===== config.mk =====
export PLATFORM = sky130hd
export DESIGN_NAME = mpid_front
export DESIGN_NICKNAME = d
export VERILOG_FILES = /design/src/design/mpid_pkg.sv /design/src/design/mpid_front.sv
export SDC_FILE = /design/constraint.sdc
export NUM_CORES = 1
export LEC_CHECK = 0
export ABC_AREA = 1
export BUFFER_PORTS_ARGS = -buffer_cell sky130_fd_sc_hd__buf_4
export CAP_MARGIN = 30
export CORE_ASPECT_RATIO = 1.5
export CORE_UTILIZATION = 54
export DETAILED_ROUTE_END_ITERATION = 6
export GPL_ROUTABILITY_DRIVEN = 0
export HOLD_SLACK_MARGIN = 0.03
export PLACE_DENSITY = 0.77
export RECOVER_POWER = 25
export SYNTH_ARGS = -nofsm -noshare
export SYNTH_HDL_FRONTEND = slang
export SYNTH_SLANG_ARGS = --single-unit

===== constraint.sdc =====
create_clock -name clk -period 5.4 [get_ports clk]
set_clock_uncertainty 0.15 [all_clocks]
set_input_delay 1.08 -clock clk [delete_from_list [all_inputs] [get_ports clk]]
set_output_delay 1.08 -clock clk [all_outputs]
set_load 0.1 [all_outputs]

===== src/design/mpid_pkg.sv =====
// Types, constants and helpers of the multichannel PID motor drive.
`default_nettype none

package mpid_pkg;

	// Sizing
	localparam int unsigned CHANNELS_DEF = 4;
	localparam int unsigned QUEUE_DEPTH  = 4;
	localparam int unsigned SLOT_MAX_W   = 4;

	// Limits
	localparam int ERR_LIMIT   = 499;
	localparam int DRIVE_LIMIT = 499;
	localparam int INTEG_LIMIT = 200 * 256;

	// Register reset values
	localparam logic [15:0] PROP_GAIN_RST  = 16'd2048;
	localparam logic [15:0] INTEG_GAIN_RST = 16'd26;
	localparam logic [15:0] DERIV_GAIN_RST = 16'd0;

	// Register indexes
	typedef enum logic [1:0] {
		REG_PROP_GAIN  = 2'd0,
		REG_INTEG_GAIN = 2'd1,
		REG_DERIV_GAIN = 2'd2
	} cfg_reg_t;

	// Direction pin codes, bit 0 = a, bit 1 = b
	localparam logic [1:0] PINS_NEG = 2'b01;
	localparam logic [1:0] PINS_POS = 2'b10;

	typedef struct packed {
		logic [15:0] prop_gain;
		logic [15:0] integ_gain;
		logic [15:0] deriv_gain;
	} gains_t;

	// One classified word between front and back
	typedef struct packed {
		logic [1:0]            channel;
		logic [SLOT_MAX_W-1:0] slot;
		logic [9:0]            err;
		logic [15:0]           sum;
		logic [16:0]           delta;
	} item_t;

	typedef struct packed {
		logic [1:0] channel_out;
		logic [9:0] drive;
		logic [8:0] duty;
		logic       dir_a;
		logic       dir_b;
	} result_t;

	// Channel number folded onto the state entries (channel is below four)
	function automatic logic [SLOT_MAX_W-1:0] chan_fold(input logic [1:0] ch,
			input int unsigned n);
		logic [SLOT_MAX_W-1:0] v;
		v = {{(SLOT_MAX_W-2){1'b0}}, ch};
		for (int k = 0; k < 3; k++) begin
			if (v >= SLOT_MAX_W'(n))
				v = v - SLOT_MAX_W'(n);
		end
		return v;
	endfunction

endpackage

`default_nettype wire


===== src/design/mpid_front.sv =====
// Front part: error clamp, integrator and speed-change per channel.
`default_nettype none

module mpid_front import mpid_pkg::*; #(
	parameter int unsigned CHANNELS = CHANNELS_DEF
) (
	input  wire logic        clk,
	input  wire logic        arst_n,
	input  wire logic        in_valid,
	output logic             in_ready,
	input  wire logic [1:0]  channel,
	input  wire logic [15:0] target_speed,
	input  wire logic [15:0] measured_speed,
	output logic             push,
	output item_t            push_item,
	input  wire logic        full
);

	localparam int unsigned SLOT_W = (CHANNELS > 1) ? $clog2(CHANNELS) : 1;

	logic signed [15:0] error_sum_q [CHANNELS];
	logic signed [15:0] last_speed_q [CHANNELS];

	logic [SLOT_MAX_W-1:0] slot_fold;
	logic [SLOT_W-1:0]  slot;
	logic signed [16:0] diff;
	logic signed [9:0]  err;
	logic signed [16:0] sum_wide;
	logic signed [15:0] sum_new;
	logic signed [16:0] delta;
	logic               accept;

	assign in_ready  = !full;
	assign accept    = in_valid && in_ready;
	assign push      = accept;
	assign slot_fold = chan_fold(channel, CHANNELS);
	assign slot      = slot_fold[SLOT_W-1:0];

	// Error clamp, integrator saturation (cleared at zero target speed), speed change
	always_comb begin
		diff = 17'($signed(target_speed)) - 17'($signed(measured_speed));
		if (diff > 17'sd499)
			err = 10'sd499;
		else if (diff < -17'sd499)
			err = -10'sd499;
		else
			err = diff[9:0];
		sum_wide = 17'(error_sum_q[slot]) + 17'(err);
		if (target_speed == 16'd0)
			sum_new = 16'sd0;
		else if (sum_wide > 17'sd32767)
			sum_new = 16'sh7fff;
		else if (sum_wide < -17'sd32768)
			sum_new = 16'sh8000;
		else
			sum_new = sum_wide[15:0];
		delta = 17'($signed(measured_speed)) - 17'(last_speed_q[slot]);
	end

	always_comb begin
		push_item.channel = channel;
		push_item.slot    = SLOT_MAX_W'(slot);
		push_item.err     = err;
		push_item.sum     = sum_new;
		push_item.delta   = delta;
	end

	// Per-channel state
	always_ff @(posedge clk or negedge arst_n) begin
		if (!arst_n) begin
			for (int k = 0; k < CHANNELS; k++) begin
				error_sum_q[k]  <= '0;
				last_speed_q[k] <= '0;
			end
		end else if (accept) begin
			error_sum_q[slot]  <= sum_new;
			last_speed_q[slot] <= measured_speed;
		end
	end

endmodule

`default_nettype wire


==> metrics <==
status complete, but fails checks; failing checks capacitance limit, slew limit, setup timing; CTS buffer count 17; Yosys cell types 45; Final Setup Violations 16; drt total wl 31200 um; Tot GR Track Use 36.2%; vias in the first global route 9357; Ant. Diodes 0; Post-Place Setup Slack -834 ps; H-Tree Depth 4; TritonCTS clock tree done; layout cell share with drive strength beyond 1 34.6%; commonest non-fill, non-tap cell in the layout nand2_1; Worst Hold Class register to register; Syn-to-layout area delta 45.9%; Chip Height 158 um; Std-Cell Rows 56; Crit path required time 4170 ps; WL/cell 19.1 um; final hold violation count 0; Residual DRC 0; Num Clock Sinks 128; num ports 89; Post-Syn Area 0.00871 mm2; global-route wire length before repair 46300 um; average size of a mapped cell 7.35 um2; hold slack 335 ps; die footprint 0.0167 mm2; vias per cell 5.87; Layout Nets 1513; CP Class input pin to output pin; Hold-fix buffers, CTS 0; Worst EP arrival 4750 ps; Post-DP HPWL 19600 um; Initial Utilization 55.5%; RSZ-0062 raised after global routing yes; CP most frequent cell nand2_2; Setup crit end kind output pin; Worst setup SP type input pin; Worst Path Buf+Inv 7; sequential element share of the synthesized area 36.8%; fin worst setup slack -577 ps; Root Driver clkbuf_16; CTS clock-pin slew for the worst setup and hold paths 60 ps; 1st-pass router iterations 7; FF+latch count, synth 128; Max Cap Violations 1; area post-placement 0.0109 mm2; Worst-Margin Slew 3470 ps; Fill cells 959; crit path time final 5980 ps; Synth top area share 36.8%; slew margin rel. -131%; Slew Viols, Final 65; Clock Latency Late Sink 420 ps; port bufs 86; fmax 167 MHz; gr ovfl total 0; CP delay by family, top simple AND/OR/NAND/NOR gates; Iter 0 DRT Violations 832; Syn Inst Count 1185; fraction of registers with async set/reset 100%; top cells by area, synth dfrtp_1 (37%), nand2_1 (19%), ha_1 (6.9%); ANT nets after route 0; Clock Tree Buf Depth 2; Ys Warns 0; Critical-path top delay cell ha_4; die width 106 um; core area 0.0157 mm2; pin count of the biggest net entering global routing 65; Final Instance Area 0.0127 mm2; CP max stage delay 360 ps; Via Count 9616; Yosys top cell by area dfrtp_1; commonest non-fill, non-tap cells in the layout nand2_1 (382), buf_4 (230), dfrtp_1 (128); initial antenna violation count 0; fin crit share 111%; setup_tns -8750 ps; number of synthesized flops with an enable pin 0; Max FO, Critical Path 6; ys flop type dfrtp_1
## synth_stat cells, types with 2 or more instances
cell      number
a21boi_0       2
a21o_1         5
a21oi_1       44
a221oi_1      14
a22o_1        14
a22oi_1        4
and2_1         6
buf_2          7
buf_4          7
buf_6          2
clkbuf_1      26
dfrtp_1      128
fa_1           3
ha_1          48
inv_1        107
inv_2         11
nand2_1      434
nand2_2        7
nand2_4       11
nand3_1       57
nand3_2        2
nand3_4       10
nand3b_1       6
nand4_1       11
nor2_1        55
nor2_2         5
nor3_1         3
nor4_1         2
o21ai_0       76
o21ai_1        7
o21bai_1       4
o22ai_1       31
xnor2_1        8
xor2_1        17
## path summary, 6_finish.rpt
check                                   end               from  cells past startpoint  slack (ps)
hold / removal              error_sum_q[62]    error_sum_q[62]                      2         340
min in group asynchronous  last_speed_q[50]             arst_n                      1        1670
setup / recovery              push_item[20]  measured_speed[6]                     31        -580
setup reg to reg            error_sum_q[23]    error_sum_q[33]                     22        2260
max in group asynchronous    error_sum_q[3]             arst_n                      2        1140
hold reg to reg             error_sum_q[62]    error_sum_q[62]                      2         340
## flip-flops by register name, summed over array words and instances, names as in the netlist
register      flops
last_speed_q     64
error_sum_q      64
## kinds of logic after synthesis
group           after synthesis  share of synthesized area, %
compound gates              204                          13.9
xor+xnor                     25                          2.51
fa+ha+maj                    51                          7.58
buf+inv                     162                          7.74
flops                       128                          36.8
other cells                   1                        0.0430
simple gates                614                          31.5
## layout make-up
type,instances,area (um2),area share (%)
Multi-Input combinational cell,896,5870,46.2
Clock inverter,13,189,1.49
Timing Repair Buffer,262,2290,18.0
Inverter,119,474,3.73
Sequential cell,128,3200,25.2
Tap cell,203,254,2.00
Clock buffer,17,425,3.35
## repair_timing
item / in CTS / in global routing
gates cloned: 2 / 0
endpoints found under the setup margin: 17 / 23
pin swaps: 42 / 41
resized for setup: 129 / 79
setup buffers: 14 / 11
hold endpoints to repair: 0 / 0
## metrics by stage
step,util (%),cells
6_report,81.0,1638
5_1_grt,81.0,1638
4_1_cts,78.3,1627
3_5_place_dp,69.6,1582
3_3_place_gp,69.6,1582
2_1_floorplan,-,1186
## worst reg2reg max path: stages (launching register included)
cell	delay (ps)
dfrtp_1	350
o22ai_1	90
a21oi_1	210
o21a_1	220
inv_1	80
fa_2	380
inv_2	70
nand3_2	80
nand2_2	90
nand2_2	60
nand3_2	80
nand2_2	80
nand2_2	70
nand2_2	70
nand2_4	90
buf_6	100
nand3_4	120
buf_16	210
nand2_8	90
buf_4	100
buf_4	130
nand2_1	80
nand2_1	100
## layer usage
layer / GRT usage [%] / up-vias / routed length, um / part of all wire (%)
met2: 67.0 / 519 / 16300 / 52
met3: 5.67 / 156 / 2040 / 6.5
li1: - / 4350 / - / -
met4: 22.0 / 0 / 2350 / 7.5
met5: 0 / - / 0 / 0
met1: 38.5 / 4591 / 10600 / 34
Power is not shown: default switching activity piles up to over one toggle a cycle in this logic, so the estimate is an artifact.
