**config.mk**
```make
export PLATFORM = sky130hd
export DESIGN_NAME = mpid_queue
export DESIGN_NICKNAME = d
export VERILOG_FILES = /design/src/design/mpid_pkg.sv /design/src/design/mpid_queue.sv
export SDC_FILE = /design/constraint.sdc
export NUM_CORES = 1
export LEC_CHECK = 0
export CORE_MARGIN = 2
export CORE_UTILIZATION = 55
export DETAILED_ROUTE_END_ITERATION = 10
export DONT_BUFFER_PORTS = 1
export GPL_ROUTABILITY_DRIVEN = 0
export PLACE_DENSITY = 0.74
export SETUP_SLACK_MARGIN = 0.1
export SYNTH_ARGS = -nofsm -noshare
export SYNTH_HDL_FRONTEND = slang
export SYNTH_SLANG_ARGS = --single-unit
```
**constraint.sdc**
```tcl
create_clock -name clk -period 3.25 [get_ports clk]
set_input_delay 0.65 -clock clk [delete_from_list [all_inputs] [get_ports clk]]
set_output_delay 0.65 -clock clk [all_outputs]
set_load 0.01 [all_outputs]
```
**src/design/mpid_pkg.sv**
```systemverilog
// Types, constants and helpers of the multichannel PID motor drive.
`default_nettype none

package mpid_pkg;

	// Sizing
	localparam int unsigned CHANNELS_DEF = 4;
	localparam int unsigned QUEUE_DEPTH  = 4;
	localparam int unsigned SLOT_MAX_W   = 4;

	// Limits
	localparam int ERR_LIMIT   = 499;
	localparam int DRIVE_LIMIT = 499;
	localparam int INTEG_LIMIT = 200 * 256;

	// Register reset values
	localparam logic [15:0] PROP_GAIN_RST  = 16'd2048;
	localparam logic [15:0] INTEG_GAIN_RST = 16'd26;
	localparam logic [15:0] DERIV_GAIN_RST = 16'd0;

	// Register indexes
	typedef enum logic [1:0] {
		REG_PROP_GAIN  = 2'd0,
		REG_INTEG_GAIN = 2'd1,
		REG_DERIV_GAIN = 2'd2
	} cfg_reg_t;

	// Direction pin codes, bit 0 = a, bit 1 = b
	localparam logic [1:0] PINS_NEG = 2'b01;
	localparam logic [1:0] PINS_POS = 2'b10;

	typedef struct packed {
		logic [15:0] prop_gain;
		logic [15:0] integ_gain;
		logic [15:0] deriv_gain;
	} gains_t;

	// One classified word between front and back
	typedef struct packed {
		logic [1:0]            channel;
		logic [SLOT_MAX_W-1:0] slot;
		logic [9:0]            err;
		logic [15:0]           sum;
		logic [16:0]           delta;
	} item_t;

	typedef struct packed {
		logic [1:0] channel_out;
		logic [9:0] drive;
		logic [8:0] duty;
		logic       dir_a;
		logic       dir_b;
	} result_t;

	// Channel number folded onto the state entries (channel is below four)
	function automatic logic [SLOT_MAX_W-1:0] chan_fold(input logic [1:0] ch,
			input int unsigned n);
		logic [SLOT_MAX_W-1:0] v;
		v = {{(SLOT_MAX_W-2){1'b0}}, ch};
		for (int k = 0; k < 3; k++) begin
			if (v >= SLOT_MAX_W'(n))
				v = v - SLOT_MAX_W'(n);
		end
		return v;
	endfunction

endpackage

`default_nettype wire

```
**src/design/mpid_queue.sv**
```systemverilog
// Short queue of classified words between front and back.
`default_nettype none

module mpid_queue import mpid_pkg::*; (
	input  wire logic  clk,
	input  wire logic  arst_n,
	input  wire logic  push,
	input  wire item_t push_item,
	output logic       full,
	input  wire logic  pop,
	output item_t      pop_item,
	output logic       not_empty
);

	localparam int unsigned PTR_W = $clog2(QUEUE_DEPTH);

	item_t            entry_q [QUEUE_DEPTH];
	logic [PTR_W-1:0] wr_ptr_q;
	logic [PTR_W-1:0] rd_ptr_q;
	logic [PTR_W:0]   count_q;

	assign full      = (count_q == (PTR_W+1)'(QUEUE_DEPTH));
	assign not_empty = (count_q != '0);
	assign pop_item  = entry_q[rd_ptr_q];

	// Storage
	always_ff @(posedge clk) begin
		if (push)
			entry_q[wr_ptr_q] <= push_item;
	end

	// Pointers and fill count
	always_ff @(posedge clk or negedge arst_n) begin
		if (!arst_n) begin
			wr_ptr_q <= '0;
			rd_ptr_q <= '0;
			count_q  <= '0;
		end else begin
			if (push)
				wr_ptr_q <= wr_ptr_q + 1'b1;
			if (pop)
				rd_ptr_q <= rd_ptr_q + 1'b1;
			if (push && !pop)
				count_q <= count_q + 1'b1;
			else if (pop && !push)
				count_q <= count_q - 1'b1;
		end
	end

endmodule

`default_nettype wire

```
==> results.sh <==
export IMPL_worst_ep_required_time_ps=2600
export IMPL_synth_largest_area_cell="sky130_fd_sc_hd__edfxtp_1"
export IMPL_critical_path_class="reg -> out"
export IMPL_worst_setup_hold_path_clk_slew_ps=60
export IMPL_netlist_instances=291
export IMPL_area_delta_synth_final_pct=11.82
export IMPL_placeableCoreArea_um2=13300
export IMPL_fraction_of_final_layout_cells_with_drive_strength_greater_than_1_pct=28.79
export IMPL_detail_route_first_pass_iterations=5
export IMPL_gr_usage_all_layers_pct=16.94
export IMPL_average_vias_per_placed_instance=5.866
export IMPL_clock_network_latency_to_the_later_pin_of_the_worst_skew_pair_ps=480
export IMPL_synth_fp_nets=350
export IMPL_synth_area_per_cell_um2=25.86
export IMPL_regArea_um2=6066
export IMPL_critPathTopFamily="flip-flops"
export IMPL_kind_of_start_point_of_the_critical_path="register"
export IMPL_worstMarginPinSlew_ps=631.8
export IMPL_synth_top_cells_by_area="sky130_fd_sc_hd__edfxtp_1 78%, sky130_fd_sc_hd__mux4_2 14%, sky130_fd_sc_hd__dfrtp_1 2.3%"
export IMPL_post_synth_top_area_fraction_pct=78.22
export IMPL_peakVddDrop_v=0.0006586
export IMPL_maxCapViolations=0
export IMPL_largest_net_degree_at_the_start_of_global_routing=33
export IMPL_vias_in_the_first_global_route=3184
export IMPL_finish_net_count=370
export IMPL_drt_iter0_drc=204
export IMPL_clock_tree_root_cell="sky130_fd_sc_hd__clkbuf_16"
export IMPL_synth_seq_cells=203
export IMPL_fin_skew_ps=10.88
export IMPL_floorplan_die_area_um2=14630
export IMPL_multi_input_area_um2=1314
export IMPL_worst_path_buf_inv=1
export IMPL_path_type_of_the_worst_min_delay_path="in -> reg"
export IMPL_yosys_warnings=0
export IMPL_numPortBuffers=0
export IMPL_floorplan_die_height_um=121.0
export IMPL_postRouteAntennaNets=0
export IMPL_max_clock_freq_ghz=0.3577
export IMPL_timing_hold_violations_final=0
export IMPL_timing_final_max_slew_violations=0
export IMPL_p_leak_nw=2.703
export IMPL_io_pins=104
export IMPL_antenna_cell_count=0
export IMPL_synth_distinct_cells=20
export IMPL_grt_overflow_total=0
export IMPL_wl_mm=11.94
export IMPL_setup_ws_ps=454.5
export IMPL_cts_made_buffers=20
export IMPL_power_per_cell_area_nw_per_um2=919.9
export IMPL_synth_seq_area_share_pct=80.55
export IMPL_crit_slowest_cell="sky130_fd_sc_hd__dfrtp_4"
export IMPL_floorplan_initialDensity_pct=56.60
export IMPL_worst_endpoint_arrival_ps=2150
export IMPL_clk_path_buf_depth=3
export IMPL_htreeDepth=1
export IMPL_outcome="completed"
export IMPL_fin_crit_ps=2796
export IMPL_preCtsSetupSlack_ps=897.1
export IMPL_die_width_um=121.0
export IMPL_num_fill_cells=864
export IMPL_final_period_utilization_pct=86.02
export IMPL_worstSetupEndpointType="output port"
export IMPL_post_layout_total_power_mw=7.740
export IMPL_hpwlAfterDp_mm=7.214
export IMPL_post_route_drc_count=0
export IMPL_crit_chain="buf_4, mux4_2"
export IMPL_timing_slew_headroom_pct=57.88
export IMPL_avgRoutedWirePerCell_um=23.93
export IMPL_critical_path_peak_fanout=22
export IMPL_rsz0062_at_grt="no"
export IMPL_number_of_clock_sinks=203
export IMPL_core_rowCount=42
export IMPL_num_vias=2927
export IMPL_setup_viol=0
export IMPL_grt_pass1_wl_mm=18.36
export IMPL_setup_tns_final_ps=0
export IMPL_cts_tree="done"
export IMPL_timing_critical_path_slowest_cell_delay_ps=690
export IMPL_netlist_area_um2=7525
export IMPL_grt_antenna_before_repair=0
export IMPL_post_cts_resized_instances=0
cell type report:
cell class	instances	area share [%]
flip-flops and latches	203	72.09
multi-input cells	72	15.61
clock buffers	28	7.316
well taps	176	2.617
repair buffers	10	1.517
clock inverters	6	0.6691
inverters	4	0.1784
flip-flops by register name, indices dropped and copies added (netlist names):
register and count:
count_q 3, wr_ptr_q 2, rd_ptr_q 2, entry_q 196
Yosys cell counts:
cell type and n:
sky130_fd_sc_hd__and2_1 4, sky130_fd_sc_hd__buf_12 5, sky130_fd_sc_hd__buf_2 5, sky130_fd_sc_hd__buf_6 1, sky130_fd_sc_hd__clkbuf_1 1, sky130_fd_sc_hd__dfrtp_1 7
sky130_fd_sc_hd__edfxtp_1 196, sky130_fd_sc_hd__fa_1 1, sky130_fd_sc_hd__ha_1 5, sky130_fd_sc_hd__inv_1 4, sky130_fd_sc_hd__mux2_2 1, sky130_fd_sc_hd__mux4_1 1
sky130_fd_sc_hd__mux4_2 48, sky130_fd_sc_hd__nand2_1 2, sky130_fd_sc_hd__nor2_1 1, sky130_fd_sc_hd__nor3b_1 1, sky130_fd_sc_hd__o21ai_0 1, sky130_fd_sc_hd__or3_1 1
sky130_fd_sc_hd__xnor2_1 2, sky130_fd_sc_hd__xor2_1 4
worst reg2reg max path, stage by stage (launching register included):
cell and delay, ps:
sky130_fd_sc_hd__dfrtp_1 400, sky130_fd_sc_hd__ha_1 160, sky130_fd_sc_hd__and2_2 550, sky130_fd_sc_hd__buf_4 410
per-layer routing:
metal  share of wire (%)  GRT usage [%]  wire (µm)
met5                   0              0          0
met4                 1.5          4.651        185
met3                  11          7.566       1341
met2                  50          27.07       5966
met1                  37          21.29       4447
what timing repair did:
item,4_1_cts,5_1_grt
buffers inserted,0,0
endpoints found under the hold margin,7,0
hold buffers,1,0
kinds of logic after synthesis:
kind of cell / share of synthesized area (%)
XOR/XNOR: 0.6984
adder cells (fa/ha/maj): 1.097
AND/OR/NAND/NOR: 0.6651
buffers and inverters: 2.062
AO/OA/AOI/OAI: 0.06645
flip-flops: 80.55
multiplexers: 14.87
layout by cell type (no fill, tap or decap), drive strengths merged:
cell type    count
edfxtp         196
mux4            49
clkbuf          28
buf              9
dfrtp            7
ha               5
inv              4
and2             4
xor2             4
clkinv           4
xnor2            2
nand2            2
or3              1
nor3b            1
mux2             1
o21ai            1
nor2             1
fa               1
bufinv           1
clkinvlp         1
dlygate4sd3      1
stage by stage:
stage               cell area, µm²  hold WS, ps  utilization, %  std cells
global placement              7732        354.7           58.16        464
global route                  8414        232.8           63.29        499
finish                        8414        245.4           63.29        499
CTS                           8414        231.8           63.29        499
floorplan                     7525        354.4               -        291
detailed placement            7732        354.7           58.16        464
power breakdown:
part / switching [mW] / total, mW / internal, mW
clock: 0.883 / 2.28 / 1.40
combinational: 0.968 / 1.77 / 0.802
sequential: 0.254 / 3.69 / 3.43
path summary, 6_finish.rpt:
path / startpoint / endpoint / slack, ps / depth (start not counted)
min in group asynchronous: arst_n / count_q[0]$_DFFE_PN0P_ / 490 / 1
max in group asynchronous: arst_n / rd_ptr_q[0]$_DFFE_PN0P_ / 2490 / 1
setup / recovery: rd_ptr_q[0]$_DFFE_PN0P_ / pop_item[16] / 450 / 2
setup reg to reg: wr_ptr_q[0]$_DFFE_PN0P_ / entry_q[3][29]$_DFFE_PP_ / 1400 / 3
hold / removal: push / wr_ptr_q[0]$_DFFE_PN0P_ / 250 / 1
hold reg to reg: count_q[2]$_DFFE_PN0P_ / count_q[2]$_DFFE_PN0P_ / 490 / 1
Note: power is estimated with default switching activity, not from simulation.
